<file path="src/hw/rtl/cms_pkg.sv">
// Shared constants, types and helpers of the chat markup stripper.
package cms_pkg;

  localparam int WIN_DEPTH   = 7;
  localparam int FILL_W      = 3;
  localparam int QUEUE_DEPTH = 4;
  localparam int QPTR_W      = 2;

  // Skip mode codes
  localparam logic [1:0] SKIP_NONE = 2'd0;
  localparam logic [1:0] SKIP_TAG  = 2'd1;
  localparam logic [1:0] SKIP_ESC  = 2'd2;

  localparam logic [7:0] CH_ESC  = 8'h1B;
  localparam logic [7:0] CH_LBR  = 8'h5B; // '['
  localparam logic [7:0] CH_M    = 8'h6D; // 'm'
  localparam logic [7:0] CH_GT   = 8'h3E; // '>'
  localparam logic [7:0] CH_CR   = 8'h0D;
  localparam logic [7:0] CH_LF   = 8'h0A;
  localparam logic [7:0] CH_UA   = 8'h41; // 'A'
  localparam logic [7:0] CH_UZ   = 8'h5A; // 'Z'
  localparam logic [7:0] CASE_OFS = 8'h20;

  // Tag openers and closers, lower case, first character in the top byte
  localparam logic [47:0] TAG_FONT_OPEN  = "<font ";
  localparam logic [47:0] TAG_FONT_CLOSE = "</font";
  localparam logic [47:0] TAG_FADE_OPEN  = "<fade ";
  localparam logic [55:0] TAG_FADE_CLOSE = "</fade>";
  localparam logic [39:0] TAG_ALT_OPEN   = "<alt ";
  localparam logic [47:0] TAG_ALT_CLOSE  = "</alt>";

  // One queued action: a byte to send, optionally followed by an LF,
  // or the bare end marker.
  typedef struct packed {
    logic [7:0] data;
    logic       present;
    logic       end_mark;
    logic       add_lf;
  } cms_cmd_t;

  function automatic logic [7:0] fold_case(logic [7:0] b);
    if (b >= CH_UA && b <= CH_UZ) begin
      return b + CASE_OFS;
    end
    return b;
  endfunction

endpackage

</file>
<file path="src/hw/rtl/cms_if.sv">
// Valid/ready channel interfaces for message bytes and filtered beats.
interface cms_in_if;
  logic       valid;
  logic       ready;
  logic [7:0] in_byte;
  logic       last_byte;

  modport source (output valid, output in_byte, output last_byte, input ready);
  modport sink   (input valid, input in_byte, input last_byte, output ready);
endinterface

interface cms_out_if;
  logic       valid;
  logic       ready;
  logic [7:0] out_byte;
  logic       byte_present;
  logic       end_of_message;

  modport source (output valid, output out_byte, output byte_present,
                  output end_of_message, input ready);
  modport sink   (input valid, input out_byte, input byte_present,
                  input end_of_message, output ready);
endinterface

</file>
<file path="src/hw/rtl/cms_front.sv">
// Front end: lookahead window, tag and escape matching, action issue.
module cms_front (
  input  logic              clk,
  input  logic              rst,
  cms_in_if.sink            message,
  input  logic              cmd_room,
  output logic              cmd_push,
  output cms_pkg::cms_cmd_t cmd
);
  import cms_pkg::*;

  logic [7:0]        win [WIN_DEPTH];
  logic [7:0]        fw  [WIN_DEPTH];
  logic [FILL_W-1:0] fill;
  logic [1:0]        skip;
  logic [1:0]        skip_next;
  logic              flush;
  logic              accept;
  logic              decide;
  logic              finish;
  logic              has_next;
  logic              tag_hit;
  logic              esc_hit;
  logic              emit;
  logic              add_lf;

  assign message.ready = !flush && (fill != FILL_W'(WIN_DEPTH));
  assign accept        = message.valid && message.ready;
  assign decide        = cmd_room && ((fill == FILL_W'(WIN_DEPTH)) ||
                                      (flush && fill != '0));
  assign finish        = cmd_room && flush && (fill == '0);

  always_comb begin
    for (int i = 0; i < WIN_DEPTH; i++) begin
      fw[i] = fold_case(win[i]);
    end
  end

  assign has_next = fill >= FILL_W'(2);

  assign tag_hit =
    (fill >= FILL_W'(6) && {fw[0], fw[1], fw[2], fw[3], fw[4], fw[5]} == TAG_FONT_OPEN)  ||
    (fill >= FILL_W'(6) && {fw[0], fw[1], fw[2], fw[3], fw[4], fw[5]} == TAG_FONT_CLOSE) ||
    (fill >= FILL_W'(6) && {fw[0], fw[1], fw[2], fw[3], fw[4], fw[5]} == TAG_FADE_OPEN)  ||
    (fill >= FILL_W'(7) &&
     {fw[0], fw[1], fw[2], fw[3], fw[4], fw[5], fw[6]} == TAG_FADE_CLOSE)                 ||
    (fill >= FILL_W'(5) && {fw[0], fw[1], fw[2], fw[3], fw[4]} == TAG_ALT_OPEN)          ||
    (fill >= FILL_W'(6) && {fw[0], fw[1], fw[2], fw[3], fw[4], fw[5]} == TAG_ALT_CLOSE);

  assign esc_hit = (win[0] == CH_ESC) && has_next && (win[1] == CH_LBR);

  // Classify the head byte
  always_comb begin
    skip_next = skip;
    emit      = 1'b0;
    add_lf    = 1'b0;
    unique case (skip)
      SKIP_TAG: begin
        if (win[0] == CH_GT) skip_next = SKIP_NONE;
      end
      SKIP_ESC: begin
        if (win[0] == CH_M) skip_next = SKIP_NONE;
      end
      SKIP_NONE: begin
        if (tag_hit) begin
          skip_next = SKIP_TAG;
        end else if (esc_hit) begin
          skip_next = SKIP_ESC;
        end else begin
          emit   = 1'b1;
          add_lf = (win[0] == CH_CR) && (!has_next || win[1] != CH_LF);
        end
      end
      default: skip_next = SKIP_NONE;
    endcase
  end

  assign cmd_push = (decide && emit) || finish;

  always_comb begin
    if (finish) begin
      cmd = '{data: 8'h00, present: 1'b0, end_mark: 1'b1, add_lf: 1'b0};
    end else begin
      cmd = '{data: win[0], present: 1'b1, end_mark: 1'b0, add_lf: add_lf};
    end
  end

  // Window contents: append on accept, shift out the head on a decision
  always_ff @(posedge clk) begin
    if (accept) begin
      win[fill] <= message.in_byte;
    end else if (decide) begin
      for (int i = 0; i < WIN_DEPTH - 1; i++) begin
        win[i] <= win[i+1];
      end
    end
  end

  always_ff @(posedge clk) begin
    if (rst) begin
      fill  <= '0;
      skip  <= SKIP_NONE;
      flush <= 1'b0;
    end else begin
      if (accept) begin
        fill  <= fill + FILL_W'(1);
        flush <= message.last_byte;
      end else if (decide) begin
        fill <= fill - FILL_W'(1);
        skip <= skip_next;
      end else if (finish) begin
        flush <= 1'b0;
        skip  <= SKIP_NONE;
      end
    end
  end

endmodule

</file>
<file path="src/hw/rtl/cms_queue.sv">
// Short action queue between the front end and the output stage.
module cms_queue (
  input  logic              clk,
  input  logic              rst,
  input  logic              push,
  input  cms_pkg::cms_cmd_t push_cmd,
  output logic              room,
  input  logic              pop,
  output logic              head_valid,
  output cms_pkg::cms_cmd_t head_cmd
);
  import cms_pkg::*;

  cms_cmd_t          slots [QUEUE_DEPTH];
  logic [QPTR_W-1:0] wr_ptr;
  logic [QPTR_W-1:0] rd_ptr;
  logic [QPTR_W:0]   count;

  assign room       = count != (QPTR_W+1)'(QUEUE_DEPTH);
  assign head_valid = count != '0;
  assign head_cmd   = slots[rd_ptr];

  always_ff @(posedge clk) begin
    if (push) begin
      slots[wr_ptr] <= push_cmd;
    end
  end

  always_ff @(posedge clk) begin
    if (rst) begin
      wr_ptr <= '0;
      rd_ptr <= '0;
      count  <= '0;
    end else begin
      if (push) wr_ptr <= wr_ptr + QPTR_W'(1);
      if (pop)  rd_ptr <= rd_ptr + QPTR_W'(1);
      case ({push, pop})
        2'b10:   count <= count + (QPTR_W+1)'(1);
        2'b01:   count <= count - (QPTR_W+1)'(1);
        default: count <= count;
      endcase
    end
  end

endmodule

</file>
<file path="src/hw/rtl/cms_back.sv">
// Output stage: carries out queued actions and registers each beat.
module cms_back (
  input  logic              clk,
  input  logic              rst,
  input  logic              head_valid,
  input  cms_pkg::cms_cmd_t head_cmd,
  output logic              pop,
  cms_out_if.source         filtered
);
  import cms_pkg::*;

  logic       beat_valid;
  logic [7:0] beat_byte;
  logic       beat_present;
  logic       beat_end;
  logic       lf_pending;
  logic       load;

  assign load = !beat_valid || filtered.ready;
  assign pop  = load && !lf_pending && head_valid;

  assign filtered.valid          = beat_valid;
  assign filtered.out_byte       = beat_byte;
  assign filtered.byte_present   = beat_present;
  assign filtered.end_of_message = beat_end;

  always_ff @(posedge clk) begin
    if (load) begin
      if (lf_pending) begin
        beat_byte    <= CH_LF;
        beat_present <= 1'b1;
        beat_end     <= 1'b0;
      end else begin
        beat_byte    <= head_cmd.data;
        beat_present <= head_cmd.present;
        beat_end     <= head_cmd.end_mark;
      end
    end
  end

  always_ff @(posedge clk) begin
    if (rst) begin
      beat_valid <= 1'b0;
      lf_pending <= 1'b0;
    end else if (load) begin
      if (lf_pending) begin
        beat_valid <= 1'b1;
        lf_pending <= 1'b0;
      end else begin
        beat_valid <= head_valid;
        lf_pending <= head_valid && head_cmd.add_lf;
      end
    end
  end

endmodule

</file>
<file path="src/hw/rtl/chat_markup_stripper.sv">
// Decision: once six later bytes are in, or at the flush; its action is registered in
//   the queue, then in the output beat. Input: the front end alternates between a byte
//   and a head decision; at the flush, one decision per cycle while the queue has room.
// Last byte: up to seven head decisions, then the end marker; a CR with an
//   added LF takes two output beats. Synchronous reset clears window fill,
//   skip mode, queue and the output stage; window bytes are not reset.
module chat_markup_stripper (
  input  logic      clk,
  input  logic      rst,
  cms_in_if.sink    message,
  cms_out_if.source filtered
);
  import cms_pkg::*;

  // Actions travelling from the front end to the output stage
  cms_cmd_t front_cmd;
  cms_cmd_t head_cmd;
  logic     front_push;
  logic     queue_room;
  logic     head_valid;
  logic     back_pop;

  // Front end: hold the seven-byte window, match tag openers, closers and escapes
  // at its head, and issue one action per kept byte plus the end marker.
  cms_front u_front (
    .clk      (clk),
    .rst      (rst),
    .message  (message),
    .cmd_room (queue_room),
    .cmd_push (front_push),
    .cmd      (front_cmd)
  );

  // Queue: decouple decisions from output stalls.
  cms_queue u_queue (
    .clk        (clk),
    .rst        (rst),
    .push       (front_push),
    .push_cmd   (front_cmd),
    .room       (queue_room),
    .pop        (back_pop),
    .head_valid (head_valid),
    .head_cmd   (head_cmd)
  );

  // Back end: turn each action into one or two registered beats.
  cms_back u_back (
    .clk        (clk),
    .rst        (rst),
    .head_valid (head_valid),
    .head_cmd   (head_cmd),
    .pop        (back_pop),
    .filtered   (filtered)
  );

endmodule

</file>
<file path="src/flat_wrapper.sv">
// flat-port wrapper written by rule: the top's interface ports become plain ports
module chat_markup_stripper_flat import cms_pkg::*;
  (clk, rst, message_valid, message_in_byte, message_last_byte, message_ready, filtered_valid, filtered_out_byte, filtered_byte_present, filtered_end_of_message, filtered_ready);
  cms_in_if message_i ();
  cms_out_if filtered_i ();
  input  logic clk;
  input  logic rst;
  input wire logic [$bits(message_i.valid)-1:0] message_valid;
  input wire logic [$bits(message_i.in_byte)-1:0] message_in_byte;
  input wire logic [$bits(message_i.last_byte)-1:0] message_last_byte;
  output wire logic [$bits(message_i.ready)-1:0] message_ready;
  output wire logic [$bits(filtered_i.valid)-1:0] filtered_valid;
  output wire logic [$bits(filtered_i.out_byte)-1:0] filtered_out_byte;
  output wire logic [$bits(filtered_i.byte_present)-1:0] filtered_byte_present;
  output wire logic [$bits(filtered_i.end_of_message)-1:0] filtered_end_of_message;
  input wire logic [$bits(filtered_i.ready)-1:0] filtered_ready;
  assign message_i.valid = message_valid;
  assign message_i.in_byte = message_in_byte;
  assign message_i.last_byte = message_last_byte;
  assign message_ready = message_i.ready;
  assign filtered_valid = filtered_i.valid;
  assign filtered_out_byte = filtered_i.out_byte;
  assign filtered_byte_present = filtered_i.byte_present;
  assign filtered_end_of_message = filtered_i.end_of_message;
  assign filtered_i.ready = filtered_ready;
  chat_markup_stripper u_core (.clk(clk), .rst(rst), .message(message_i), .filtered(filtered_i));
endmodule
</file>
<file path="config.mk">
export PLATFORM = sky130hd
export DESIGN_NAME = chat_markup_stripper_flat
export DESIGN_NICKNAME = d
export VERILOG_FILES = /design/src/hw/rtl/cms_pkg.sv /design/src/hw/rtl/cms_if.sv /design/src/hw/rtl/cms_front.sv /design/src/hw/rtl/cms_queue.sv /design/src/hw/rtl/cms_back.sv /design/src/hw/rtl/chat_markup_stripper.sv /design/src/flat_wrapper.sv
export SDC_FILE = /design/constraint.sdc
export NUM_CORES = 1
export LEC_CHECK = 0
export ABC_CLOCK_PERIOD_IN_PS = 3700
export BUFFER_PORTS_ARGS = -buffer_cell sky130_fd_sc_hd__buf_4
export CAP_MARGIN = 20
export CORE_MARGIN = 2
export CORE_UTILIZATION = 45
export DETAILED_ROUTE_END_ITERATION = 10
export SLEW_MARGIN = 30
export SYNTH_ARGS = -nofsm -noshare
export SYNTH_HDL_FRONTEND = slang
export SYNTH_SLANG_ARGS = --single-unit
</file>
<file path="constraint.sdc">
create_clock -name clk -period 3.7 [get_ports clk]
set_input_delay 0.555 -clock clk [delete_from_list [all_inputs] [get_ports clk]]
set_output_delay 0.555 -clock clk [all_outputs]
set_load 0.005 [all_outputs]
</file>
Yosys cells after proc, flatten, opt, wreduce, memory -nomap -nowiden --
Memories as Yosys holds them, arrays and structs flattened. A register that Yosys moved wholly into a read port is not among the register bits. Index checks and enable logic that the tools add are counted.
Storage, ports and cells: word-level logic and storage cells 173, bits of input ports 13, bits in writable memories 100, memories 2, register bits after elaboration 25, output and inout bits 12
Operators by class: magnitude comparators 18, bitwise operators 1, equality and inequality tests 23, multiplexer cells 55, $add $sub $neg 13, reductions and logical operators 50
Memories:
- u_core.u_front.win | words 7, width 8, read ports 7, clocked after memory_dff 0, wr ports 6, RTL line cms_front.sv:12 | logic [7:0] win [WIN_DEPTH];
- u_core.u_queue.slots | words 4, width 11, read ports 1, clocked after memory_dff 1, wr ports 1, RTL line cms_queue.sv:14 | cms_cmd_t slots [QUEUE_DEPTH];
Operators by type and width (number):
- $eq A48 B46 Y1 const B | 4
- $mux W8 | 15
- $add A8 B6 Y8 const B | 7
- $eq A56 B54 Y1 const B | 1
- $ge A8 B7 Y1 const B | 7
- $le A8 B7 Y1 const B | 7
- $eq A40 B38 Y1 const B | 1
- $logic_and A1 B1 Y1 | 26
- $mux W1 | 26
- $eq A8 B7 Y1 const B | 2
- $mux W2 | 8
- $ne A3 B3 Y1 const B | 4
- $mux W11 | 1
- $ge A3 B3 Y1 const B | 3
- $logic_or A1 B1 Y1 | 9
- $mux W3 | 3
- $eq A8 B4 Y1 const B | 1
- $eq A8 B5 Y1 const B | 1
- $eq A8 B6 Y1 const B | 1
- $ne A8 B4 Y1 const B | 1
- $reduce_bool A2 Y1 | 4
- $reduce_or A8 Y1 | 1
- $add A3 B1 Y3 const B | 2
- $pmux W2 S3 | 1
- other kinds (16) | 24

Longest topological paths before layout --
word-level depth 17, mapped depth 14, depth with buffers taken out 14

By module --
Synthesis repeated with hierarchy kept, for this count alone.
Second synthesis, totals: cell total of the unflattened synthesis 478, area, all modules 5835.6 sq um
Modules (own cells, without submodules):
- cms_front | area each 3325.7 sq um, instances 1, cells an instance 342, sequential area each 1801.7 sq um
- cms_queue | area each 2023.2 sq um, instances 1, cells an instance 104, sequential area each 1501.4 sq um
- cms_back | area each 486.7 sq um, instances 1, cells an instance 32, sequential area each 340.3 sq um

Worst setup path before layout --
No wires, ideal clock.
kind register -> register, start point memory u_core.u_front.win[4][0], end point register u_core.u_queue.count[2], period minus slack after synthesis 3037 ps, setup time 70 ps, data arrival time 2967 ps, cell stages (with the launch flop) 14, required time 3630 ps, buffers on the path 0, path slack 663 ps, path through edfxtp_1 or4_4 a2bb2oi_1 nor4b_2 o2111ai_2 nor2_2 a21oi_2 inv_2 ha_1 inv_1 fa_1 xor2_1 or3_1 a21oi_1
RTL lines:
- start: declaration | RTL line cms_front.sv:12
- end signal: assignment | RTL line cms_queue.sv:38 | 2'b10: count <= count + (QPTR_W+1)'(1);
- end signal: assignment | RTL line cms_queue.sv:39 | 2'b01: count <= count - (QPTR_W+1)'(1);
- end signal: assignment | RTL line cms_queue.sv:40 | default: count <= count;
- end: declaration | RTL line cms_queue.sv:17 | logic [QPTR_W:0] count;

==> summary.txt <==
Outcome
  • Status: finished, final reports clean

Synth
  • Syn avg cell area: 12.17 µm²
  • Synth Flop Type: edfxtp_1
  • Cells after synthesis: 487
  • Synth Register Bits: 127
  • Post-synth EDFFs: 110
  • Cell accounting for the most synthesized area: edfxtp_1
  • Ys Warns: 0
  • Synth top area cells: edfxtp_1 (56%), dfxtp_1 (5.7%), o21ai_0 (4.8%)
  • Synth top area share: 55.72%
  • Fraction of registers with async set/reset: 0%
  • Post-Syn Nets: 513
  • Sequential-to-total area share from yosys stat: 61.46%
  • Netlist cell types: 66
  • Synth cell count leaders: edfxtp_1 (110), inv_1 (58), o21ai_0 (57)
  • Synthesized area: 0.005928 mm²
  • Most common cell in the synthesized netlist: edfxtp_1

Drt
  • Initial drt markers: 342
  • Post-DR wirelength/cell: 18.53 µm
  • Remaining DRCs: 0
  • Total number of vias: 3,836
  • Vias/cell: 5.410
  • Routed Wire Length: 13,140 µm
  • Drt pass-1 iters: 4
  • Routed Antenna Nets: 0

Timing
  • Worst-Margin Slew: 0.7180 ns
  • # setup viols final: 0
  • Final period utilization: 90.60%
  • Hold slack: 0.3764 ns
  • Final worst slack: 0.3476 ns
  • Setup TNS: 0 ns
  • Max-slew violations: 0
  • Slew HR: 50.89%
  • Final Hold Fails: 0
  • Minimum clock period: 3.352 ns
  • Max Freq: 0.2983 GHz
  • RSZ-0062 raised after global routing: false
  • Worst Skew: 0.01962 ns

Clock network
  • Max clock buf depth: 2
  • H-tree depth: 4
  • CTS sink count: 127
  • CTS resizes: 0
  • Hold bufs inserted after CTS: 0
  • Clock root cell: clkbuf_16
  • Postcts setup bufs: 0
  • Clk_lat worst skew: 0.43 ns
  • CTS tree: built
  • Total CTS buffers: 17
  • Clk slew on worst S/H paths: 0.06 ns

GRT
  • Initial antenna violation count: 0
  • Largest net degree at the start of global routing: 67
  • Global route overflow: 0
  • First-pass GRT wire length: 20,960 µm
  • Vias in the first global route: 3,912
  • Overall fraction of global-route tracks in use: 19.84%

Setup path
  • Crit. Startpoint: u_core.u_front.win[4][2]$_DFFE_PP_
  • FF-to-FF Start: u_core.u_front.win[4][2]$_DFFE_PP_
  • Crit path arrival time: 3.70 ns
  • Critical path startpoint category: flop
  • Max FO, Critical Path: 5
  • CP max stage cell: or4_4
  • Levels on crit path: 13
  • Worst path bufs/invs: 2
  • Cell family with most CP delay: simple AND/OR/NAND/NOR gates
  • Reg2Reg Depth: 13
  • Critical Path, Cell by Cell: or4_4 -> a2bb2oi_1 -> nor4b_2 -> o2111ai_2 -> nor2_2 -> a21oi_2 -> inv_2 -> ha_1 -> inv_1 -> fa_1 -> xor2_1 -> or3_1 -> a21oi_1
  • Critical Path Sink Type: flop
  • CP required: 4.05 ns
  • Max incr delay on CP: 0.55 ns
  • Path type of the worst setup path: flop to flop

Die
  • I/O Pins: 25
  • Die W: 118.8 µm
  • Core ar.: 0.01272 mm²
  • # rows: 41
  • Die area: 0.01411 mm²
  • Die height: 118.8 µm
  • Initial core utilization: 46.60%

Power and ir drop
  • PD cells: 682.0 mW/mm²
  • Pleak: 0.002527 µW
  • Internal power: 3415 µW
  • Sequential share of power: 44.9%
  • Part of the power in combinational logic: 19.8%
  • Net switching power figure: 1317 µW
  • Clock share of power: 35.3%
  • Maximum VDD drop: 0.4423 mV
  • Sw frac: 27.83%

Layout
  • Ant diodes: 0
  • Area of the multi-input gates: 0.001993 mm²
  • Layout area overhead: 17.05%
  • Fill count: 1,096
  • Final instance area: 0.006939 mm²
  • Fraction of layout cells with a size suffix above 1: 17.13%
  • Post-route non-filler standard cell count: 709
  • Fin nets: 550
  • FF/Latch Area: 0.003643 mm²

Worst hold path
  • Hold path start: message_last_byte
  • Hold Path Class: input pin to flop
  • Hold path depth: 3

Placed design
  • DP Cell Count: 677
  • Post-DP HPWL: 9419 µm
  • Pre-CTS WS: 0.3978 ns
  • Gpl congestion: 0.9128
  • Placed Area: 0.006332 mm²
  • Port Buf Inserts: 24

Job
  • Max_cap viols: 0
[through the flow]
step	util, %	total power, µW
finish	54.54	4732
global route	54.54	4975
CTS	54.54	4776
detailed placement	49.77	3104
global placement	49.77	3088
floorplan	-	2718
[metal layers]
layer,vias up,wire (µm),GRT usage [%],part of all wire (%)
li1,1882,-,-,-
met1,1841,5342,22.95,41
met2,93,6917,33.37,53
met3,20,551,5.598,4.2
met4,0,325,10.49,2.5
met5,-,0,0,0
[placed cells by master, fill, tap and decap left out, types with 3 or more instances in the layout]
master     synthesis  final
edfxtp_1         110    110
inv_1             58     58
o21ai_0           57     57
buf_4              0     33
nand2_1           26     26
nor2_1            23     23
dfxtp_1           17     17
clkbuf_16          0     17
and2_1            14     14
nor2b_1           13     13
mux4_2            11     11
nor3_1            11     11
a21oi_1           11     11
ha_1              11     11
nand4_1           10     10
nor4_1             6      6
nand2b_1           6      6
nand3_1            5      5
or4_1              5      5
clkbuf_8           0      5
or2_2              4      4
inv_2              4      4
o31ai_1            4      4
nor4b_1            4      4
xor2_1             4      4
or4_4              3      3
o22ai_1            3      3
xnor2_1            3      3
clkbuf_1          12      3
[sequential cells by signal, indices dropped and copies added, names as in the netlist, 2 cells and up, named ones only]
signal	count
u_core.u_queue.rd_ptr	2
u_core.u_front.fill	3
u_core.u_back.filtered.out_byte	8
u_core.u_queue.slots	44
u_core.u_front.skip	2
u_core.u_queue.count	3
u_core.u_queue.wr_ptr	2
u_core.u_front.win	56
[worst min-delay path, stage by stage]
cell     delay [ns]
buf_4          0.08
a22oi_1        0.05
nor2_1         0.07
[kinds of logic after synthesis]
logic type / after synthesis / share of synthesized area [%]
AO/OA/AOI/OAI: 103 / 10.60
buffers and inverters: 77 / 4.918
flip-flops: 127 / 61.46
XOR/XNOR: 7 / 1.034
adder cells (fa/ha/maj): 13 / 2.997
AND/OR/NAND/NOR: 147 / 14.39
multiplexers: 13 / 4.601
[worst paths after layout]
path,to,slack [ns]
setup / recovery,u_core.u_queue.count[2]$_SDFFE_PP0P_,0.35
hold / removal,u_core.u_front.flush$_SDFFE_PP0P_,0.38
setup reg to reg,u_core.u_queue.count[2]$_SDFFE_PP0P_,0.35
hold reg to reg,u_core.u_front.skip[0]$_SDFFE_PP0P_,0.49
[layout make-up]
type / count / share of cell area [%]
Sequential cell: 127 / 52.51
Multi-Input combinational cell: 283 / 28.72
Inverter: 62 / 3.354
Clock inverter: 7 / 1.461
Timing Repair Buffer: 33 / 3.570
Clock buffer: 25 / 7.285
Tap cell: 172 / 3.101
[power by group through the flow]
stage / sequential, µW / combinational [µW] / clock (µW)
floorplan: 2060 / 654 / 0
global placement: 2150 / 935 / 0
detailed placement: 2160 / 945 / 0
CTS: 2130 / 951 / 1690
global route: 2160 / 1050 / 1770
finish: 2130 / 936 / 1670
Note: power is estimated with default switching activity, not from simulation.
